## config.mk

```make
export PLATFORM = sky130hd
export DESIGN_NAME = command_line_assembler_unit
export DESIGN_NICKNAME = d
export VERILOG_FILES = /design/src/design/cla_pkg.sv /design/src/design/cla_ctrl.sv /design/src/design/cla_dp.sv /design/src/design/command_line_assembler_unit.sv
export SDC_FILE = /design/constraint.sdc
export NUM_CORES = 1
export LEC_CHECK = 0
export ABC_AREA = 1
export BUFFER_PORTS_ARGS = -buffer_cell sky130_fd_sc_hd__buf_2
export CAP_MARGIN = 20
export CORE_AREA = 4 4 288 290
export DETAILED_ROUTE_END_ITERATION = 12
export DIE_AREA = 0 0 292 294
export SLEW_MARGIN = 20
export SYNTH_ARGS = -nofsm -noshare
export SYNTH_HDL_FRONTEND = slang
export SYNTH_SLANG_ARGS = --single-unit
```

## constraint.sdc

```tcl
create_clock -name i_clk -period 5.5 [get_ports i_clk]
set_input_delay 0.55 -clock i_clk [delete_from_list [all_inputs] [get_ports i_clk]]
set_output_delay 0.55 -clock i_clk [all_outputs]
set_load 0.05 [all_outputs]
```

## src/design/cla_pkg.sv

```systemverilog
`timescale 1ns / 1ps

package cla_pkg;

    localparam int STORE_BYTES_DEF = 64;
    localparam int CHAR_W          = 8;
    localparam int TICK_W          = 16;

    localparam logic [TICK_W-1:0] TIMEOUT_RESET = 16'd1000;

    localparam logic [CHAR_W-1:0] CH_HT    = 8'h09;
    localparam logic [CHAR_W-1:0] CH_LF    = 8'h0A;
    localparam logic [CHAR_W-1:0] CH_CR    = 8'h0D;
    localparam logic [CHAR_W-1:0] CH_SPACE = 8'h20;
    localparam logic [CHAR_W-1:0] CH_OPEN  = 8'h28;
    localparam logic [CHAR_W-1:0] CH_CLOSE = 8'h29;
    localparam logic [CHAR_W-1:0] CH_SEMI  = 8'h3B;

    localparam logic OP_BYTE = 1'b0;
    localparam logic OP_TICK = 1'b1;

    typedef enum logic [1:0] {
        S_ACCEPT,
        S_READ,
        S_LOAD,
        S_EMPTY
    } t_state;

    typedef struct packed {
        logic take_item;
        logic rd_issue;
        logic out_load_char;
        logic out_load_empty;
    } t_dp_cmd;

    typedef struct packed {
        logic done_chars;
        logic done_empty;
        logic out_free;
        logic rd_last;
    } t_dp_stat;

endpackage

```

## src/design/cla_ctrl.sv

```systemverilog
`timescale 1ns / 1ps

module cla_ctrl import cla_pkg::*; (
    input  logic     i_clk,
    input  logic     i_rst_n,
    input  logic     i_in_valid,
    input  t_dp_stat i_stat,
    output t_dp_cmd  o_cmd,
    output logic     o_in_stall
);

    t_state r_state;
    t_state n_state;

    always_ff @(posedge i_clk) begin
        if (!i_rst_n) begin
            r_state <= S_ACCEPT;
        end else begin
            r_state <= n_state;
        end
    end

    always_comb begin
        n_state = r_state;
        unique case (r_state)
            S_ACCEPT: begin
                if (i_in_valid) begin
                    priority if (i_stat.done_empty) begin
                        n_state = S_EMPTY;
                    end else if (i_stat.done_chars) begin
                        n_state = S_READ;
                    end else begin
                        n_state = S_ACCEPT;
                    end
                end
            end
            S_READ: begin
                n_state = S_LOAD;
            end
            S_LOAD: begin
                if (i_stat.out_free) begin
                    n_state = i_stat.rd_last ? S_ACCEPT : S_READ;
                end
            end
            S_EMPTY: begin
                if (i_stat.out_free) begin
                    n_state = S_ACCEPT;
                end
            end
            default: n_state = S_ACCEPT;
        endcase
    end

    always_comb begin
        o_cmd      = '0;
        o_in_stall = 1'b1;
        unique case (r_state)
            S_ACCEPT: begin
                o_in_stall      = 1'b0;
                o_cmd.take_item = i_in_valid;
            end
            S_READ: begin
                o_cmd.rd_issue = 1'b1;
            end
            S_LOAD: begin
                o_cmd.out_load_char = i_stat.out_free;
            end
            S_EMPTY: begin
                o_cmd.out_load_empty = i_stat.out_free;
            end
            default: o_in_stall = 1'b1;
        endcase
    end

    a_empty_path: assert property (@(posedge i_clk) disable iff (!i_rst_n)
        o_cmd.take_item && i_stat.done_empty |=> r_state == S_EMPTY)
        else $error("empty completion did not enter empty state");

    a_read_then_load: assert property (@(posedge i_clk) disable iff (!i_rst_n)
        o_cmd.rd_issue |=> r_state == S_LOAD)
        else $error("read not followed by load");

    a_last_returns: assert property (@(posedge i_clk) disable iff (!i_rst_n)
        o_cmd.out_load_char && i_stat.rd_last |=> r_state == S_ACCEPT)
        else $error("last character did not end drain");

endmodule

```

## src/design/cla_dp.sv

```systemverilog
`timescale 1ns / 1ps

module cla_dp import cla_pkg::*; #(
    parameter int STORE_BYTES = STORE_BYTES_DEF
) (
    input  logic              i_clk,
    input  logic              i_rst_n,
    input  logic              i_cfg_we,
    input  logic [TICK_W-1:0] i_cfg_data,
    input  logic              i_op,
    input  logic [CHAR_W-1:0] i_rx_byte,
    input  logic              i_out_stall,
    input  t_dp_cmd           i_cmd,
    output t_dp_stat          o_stat,
    output logic              o_out_valid,
    output logic [CHAR_W-1:0] o_msg_char,
    output logic              o_last_char,
    output logic              o_empty_message
);

    localparam int CNT_W = $clog2(STORE_BYTES);
    localparam logic [CNT_W-1:0] CNT_MAX = CNT_W'(STORE_BYTES - 1);

    logic [CHAR_W-1:0] r_mem [STORE_BYTES];
    logic [CHAR_W-1:0] r_rd_data;
    logic [CNT_W-1:0]  r_count;
    logic [CNT_W-1:0]  n_count;
    logic [CNT_W-1:0]  r_rd_idx;
    logic [TICK_W-1:0] r_ticks;
    logic [TICK_W-1:0] n_ticks;
    logic [TICK_W-1:0] r_timeout;
    logic              r_last_space;
    logic              r_out_valid;
    logic [CHAR_W-1:0] r_out_char;
    logic              r_out_last;
    logic              r_out_empty;

    logic [CHAR_W-1:0] c_eff;
    logic              is_byte;
    logic              is_term;
    logic              drop_space;
    logic              is_open;
    logic [CNT_W-1:0]  base_count;
    logic              do_store;
    logic              rd_last;
    logic              out_free;

    always_comb begin
        is_byte    = i_op == OP_BYTE;
        is_term    = (i_rx_byte == CH_CR) || (i_rx_byte == CH_SEMI);
        c_eff      = ((i_rx_byte == CH_HT) || (i_rx_byte == CH_LF)) ? CH_SPACE : i_rx_byte;
        drop_space = (c_eff == CH_SPACE) && ((r_count == '0) || r_last_space);
        is_open    = c_eff == CH_OPEN;
        base_count = is_open ? '0 : r_count;
        do_store   = is_byte && !is_term && !drop_space && (base_count < CNT_MAX);
        rd_last    = (r_rd_idx + CNT_W'(1)) == r_count;
        out_free   = !r_out_valid || !i_out_stall;
    end

    always_comb begin
        o_stat.done_chars = is_byte && ((is_term && (r_count != '0))
                                        || (do_store && (c_eff == CH_CLOSE)));
        o_stat.done_empty = is_byte && is_term && (r_count == '0);
        o_stat.out_free   = out_free;
        o_stat.rd_last    = rd_last;
    end

    always_comb begin
        n_ticks = r_ticks;
        n_count = r_count;
        if (i_cmd.take_item) begin
            if (is_byte) begin
                n_ticks = '0;
                if (do_store) begin
                    n_count = base_count + CNT_W'(1);
                end
            end else begin
                n_ticks = (r_ticks == '1) ? r_ticks : r_ticks + TICK_W'(1);
                if ((r_count != '0) && (n_ticks >= r_timeout)) begin
                    n_count = '0;
                end
            end
        end else if (i_cmd.out_load_char && rd_last) begin
            n_count = '0;
        end
    end

    always_ff @(posedge i_clk) begin
        if (!i_rst_n) begin
            r_count      <= '0;
            r_ticks      <= '0;
            r_timeout    <= TIMEOUT_RESET;
            r_last_space <= 1'b0;
            r_out_valid  <= 1'b0;
            r_rd_idx     <= '0;
        end else begin
            r_count <= n_count;
            r_ticks <= n_ticks;
            if (i_cfg_we) begin
                r_timeout <= i_cfg_data;
            end
            if (i_cmd.take_item && do_store) begin
                r_last_space <= c_eff == CH_SPACE;
            end
            if (i_cmd.take_item) begin
                r_rd_idx <= '0;
            end else if (i_cmd.out_load_char) begin
                r_rd_idx <= r_rd_idx + CNT_W'(1);
            end
            if (i_cmd.out_load_char || i_cmd.out_load_empty) begin
                r_out_valid <= 1'b1;
            end else if (!i_out_stall) begin
                r_out_valid <= 1'b0;
            end
        end
    end

    always_ff @(posedge i_clk) begin
        if (i_cmd.take_item && do_store) begin
            r_mem[base_count] <= c_eff;
        end
        if (i_cmd.rd_issue) begin
            r_rd_data <= r_mem[r_rd_idx];
        end
    end

    always_ff @(posedge i_clk) begin
        if (i_cmd.out_load_char) begin
            r_out_char  <= r_rd_data;
            r_out_last  <= rd_last;
            r_out_empty <= 1'b0;
        end else if (i_cmd.out_load_empty) begin
            r_out_char  <= '0;
            r_out_last  <= 1'b1;
            r_out_empty <= 1'b1;
        end
    end

    assign o_out_valid     = r_out_valid;
    assign o_msg_char      = r_out_char;
    assign o_last_char     = r_out_last;
    assign o_empty_message = r_out_empty;

    a_count_bound: assert property (@(posedge i_clk) disable iff (!i_rst_n)
        r_count <= CNT_MAX)
        else $error("stored count beyond capacity");

    a_empty_shape: assert property (@(posedge i_clk) disable iff (!i_rst_n)
        i_cmd.out_load_empty |=> o_out_valid && o_last_char && (o_msg_char == '0))
        else $error("empty result malformed");

    a_drain_clears: assert property (@(posedge i_clk) disable iff (!i_rst_n)
        i_cmd.out_load_char && rd_last |=> r_count == '0)
        else $error("store not cleared after drain");

endmodule

```

## src/design/command_line_assembler_unit.sv

```systemverilog
`timescale 1ns / 1ps
// A byte or tick is taken while the unit is idle; the input stalls while a message drains or an empty result waits.
// A completed message is drained one character at a time: each character is first read from the
// store into a register (read state), then loaded into the output once it is free (load state).
// An empty message gives its single result, loaded into the output once it is free.
// Reset (synchronous, active low) clears count, tick counter and output valid, and sets
// the timeout to 1000; character store contents are left as they are.

module command_line_assembler_unit import cla_pkg::*; #(
    parameter int STORE_BYTES = STORE_BYTES_DEF
) (
    input  logic              i_clk,
    input  logic              i_rst_n,
    input  logic              i_cfg_we,
    input  logic [TICK_W-1:0] i_cfg_data,
    input  logic              i_in_valid,
    output logic              o_in_stall,
    input  logic              i_op,
    input  logic [CHAR_W-1:0] i_rx_byte,
    output logic              o_out_valid,
    input  logic              i_out_stall,
    output logic [CHAR_W-1:0] o_msg_char,
    output logic              o_last_char,
    output logic              o_empty_message
);

    t_dp_cmd  cmd;
    t_dp_stat stat;

    cla_ctrl u_ctrl (
        .i_clk      (i_clk),
        .i_rst_n    (i_rst_n),
        .i_in_valid (i_in_valid),
        .i_stat     (stat),
        .o_cmd      (cmd),
        .o_in_stall (o_in_stall)
    );

    cla_dp #(
        .STORE_BYTES (STORE_BYTES)
    ) u_dp (
        .i_clk           (i_clk),
        .i_rst_n         (i_rst_n),
        .i_cfg_we        (i_cfg_we),
        .i_cfg_data      (i_cfg_data),
        .i_op            (i_op),
        .i_rx_byte       (i_rx_byte),
        .i_out_stall     (i_out_stall),
        .i_cmd           (cmd),
        .o_stat          (stat),
        .o_out_valid     (o_out_valid),
        .o_msg_char      (o_msg_char),
        .o_last_char     (o_last_char),
        .o_empty_message (o_empty_message)
    );

endmodule
```

==> metrics <==
outcome=complete, no violations; worst hold path class=input port to flop; Cell variety after synth=41; max incr delay on CP=0.69 ns; Hold Violations, Final=0; clk root buf=clkbuf_16; TritonCTS clock tree=built; CP Class=input port to flop; Tot Pwr=just over 9000 uW; WHS Path Cells=3; total grt overflow=0; CP Launch Type=input port; cts bufs inserted=56; Clock Skews=0.0236 ns; via count=16443; Die Wd=292 um; Inserted Diodes=0; Synth area leaders=edfxtp_1 66%, nor2_1 7.1%, o21ai_0 6.9%, dfxtp_1 4.1%, o22ai_1 3.7%; power density over the cells=roughly 340 nW/um2; crit-path max FO=10; TritonRoute pass-1 iters=6; area grow syn2layout=13.4%; Post-Place Cell Area=between 20000 and 30000 um2; vias per cell=5.22; Detail Route Antenna Nets=0; DR WL/cell=20.7 um; number of antenna violations at the first check in global routing=1; number of buffers and inverters on the critical path=3; post-synth top area share=around 66%; Die H=294 um; sequential area share after synthesis=70.6%; clk_lat worst skew=between 0.6 and 0.7 ns; hold buffer count at cts=0; Tightest Pin Transition=1.06 ns; Synthesized Nets=approximately 2100; GRT Util Overall=14.6%; slowest CP cell=nor2_1; fmax=between 0.2 and 0.3 GHz; Layout Cells excl Fill=3147; critical-path cell list=buf_2, inv_1, nand2_1, nor2_1, nand4_2, nand2_1, inv_1, ha_1, nand3_1, nor2_1, nand2_1, nand3_2, nor2_8, nand3_2, nor2_1; largest net degree at the start of global routing=around 130; EDFF count, synth=529; delay-heaviest family, CP=simple AND/OR/NAND/NOR gates; Critical Path RT=5.73 ns; asr flop ratio synth=0%; core outline area=between 80000 and 90000 um2; Max Slew Vio Count=0; share of layout cells above drive strength 1=8.53%; WL final=65.1 mm; leading area contributor after synthesis=edfxtp_1; placed insts=just over 3000; Clock Pin Slew Worst Setup and Hold Paths=0.06 ns; Clock Tree Buf Depth=3; critical path endpoint category=flop; R2R depth=23; Max-Slew Margin vs Limit=29.5%; number of global-route vias before repair=15877; Buffers on Ports=41; critical path depth=15; hpwl dp=39.3 mm; Site Rows=104; Finish-stage setup viols=0; Post-route DRC=0; Mean Syn Cell Area=11.7 um2; IO Pins=42; Max H-tree Level=2; first-pass GRT wire length=97.4 mm; Final nets=2088; setup TNS=0 ns; cts repair resizes=0; Initial DRC Count=1934; Placer Congestion=0.892; initial core utilization=29.8%; period utilization=65.1%; fin area=27100 um2; Final min period=3.58 ns; clock sink count=578; Primary FF master, synth=edfxtp_1; unrepaired setup endpoints after global routing=no; Critical Path AT=3.81 ns; synth cell count leaders=529 x edfxtp_1, 452 x nor2_1, 328 x o21ai_0; maximum VDD drop=~190 uV; most common cell in the netlist=edfxtp_1; Static Leak=0.00902 uW; Syn. warnings=0; post-synthesis cell count=2050; die area=roughly 86000 um2; postcts setup bufs=0; Max Cap Violations=0; fin util=approximately 34%; Syn Std Cell Area=between 20000 and 25000 um2; Seq cells post-synth=578
==> where the power goes <==
group	internal [uW]	total, uW	switching, uW
Combinational	48.1	257	209
Sequential	4820	4830	13.3
Clock	2450	4130	1680
==> cells by family (layout without fill, tap and decap cells) <==
family / Yosys count / count (layout) / share of synthesized area [%]
xor gates and xnor gates: 12 / 12 / 0.440
and+or+nand+nor: 643 / 643 / 11.0
adders and majority gates: 19 / 19 / 0.995
buffers and inverters: 214 / 251 / 3.48
AOI/OAI and AO/OA: 584 / 584 / 13.5
DFF: 578 / 578 / 70.6
==> final cells by class <==
cell class / count / area, um2
flip-flops and latches: 578 / 16900
repair buffers: 57 / 338
multi-input cells: 1258 / 6230
fillers: 7817 / 53200
well taps: 1060 / 1330
clock buffers: 65 / 1480
inverters: 88 / 335
clock inverters: 41 / 522
==> worst min-delay path, cell delays in order <==
cell     delay [ns]
buf_2          0.08
a21oi_1        0.05
o21ai_0        0.06
==> flip-flops by register name (all words and copies together), names as in the netlist, 2 cells and up <==
| name | count |
|---|---|
| u_dp.r_rd_idx | 6 |
| u_dp.r_timeout | 16 |
| u_dp.o_msg_char | 8 |
| u_dp.r_count | 6 |
| u_dp.r_mem | 512 |
| u_dp.r_rd_data | 8 |
| u_ctrl.r_state | 2 |
| u_dp.r_ticks | 16 |
==> stage by stage <==
stage / hold WS [ns] / setup slack, ns
after CTS: 0.134 / 1.96
final: 0.166 / 1.92
after global routing: 0.163 / 1.44
after floorplan: 0.433 / 2.40
after global placement: 0.461 / 1.40
after detailed placement: 0.465 / 1.32
==> routing by layer <==
layer	vias up	wire, um	GRT usage [%]
met5	-	13	0
met1	7986	27000	20.3
li1	7437	-	-
met2	894	30400	23.7
met3	124	6070	2.72
met4	2	1590	3.91
==> path summary, 6_finish.rpt <==
kind | startpoint | endpoint | slack [ns]
worst min register to register | u_dp.r_timeout[1] | u_dp.r_timeout[1] | 0.47
worst max-delay path | i_rx_byte[6] | u_dp.r_mem[36][7] | 1.92
worst max register to register | u_dp.r_ticks[0] | u_dp.r_count[2] | 1.94
worst min-delay path | i_cfg_data[8] | u_dp.r_timeout[8] | 0.17
==> cell usage in the layout, fill, tap and decap left out, types with 6 or more instances in the layout <==
| cell | count |
|---|---|
| buf_2 | 41 |
| bufinv_16 | 11 |
| nand2_1 | 129 |
| edfxtp_1 | 529 |
| clkinv_2 | 11 |
| dfxtp_1 | 46 |
| o21ai_0 | 328 |
| clkinv_1 | 9 |
| ha_1 | 19 |
| o221ai_1 | 19 |
| xor2_1 | 9 |
| nor3_1 | 9 |
| nand4_1 | 8 |
| clkbuf_16 | 58 |
| a21oi_1 | 48 |
| inv_1 | 80 |
| buf_4 | 15 |
| o22ai_1 | 143 |
| inv_2 | 6 |
| o211ai_1 | 12 |
| nor2_1 | 449 |
| o21ai_1 | 24 |
| clkbuf_1 | 7 |
| nand3_1 | 27 |
Note: power is estimated with default switching activity, not from simulation.
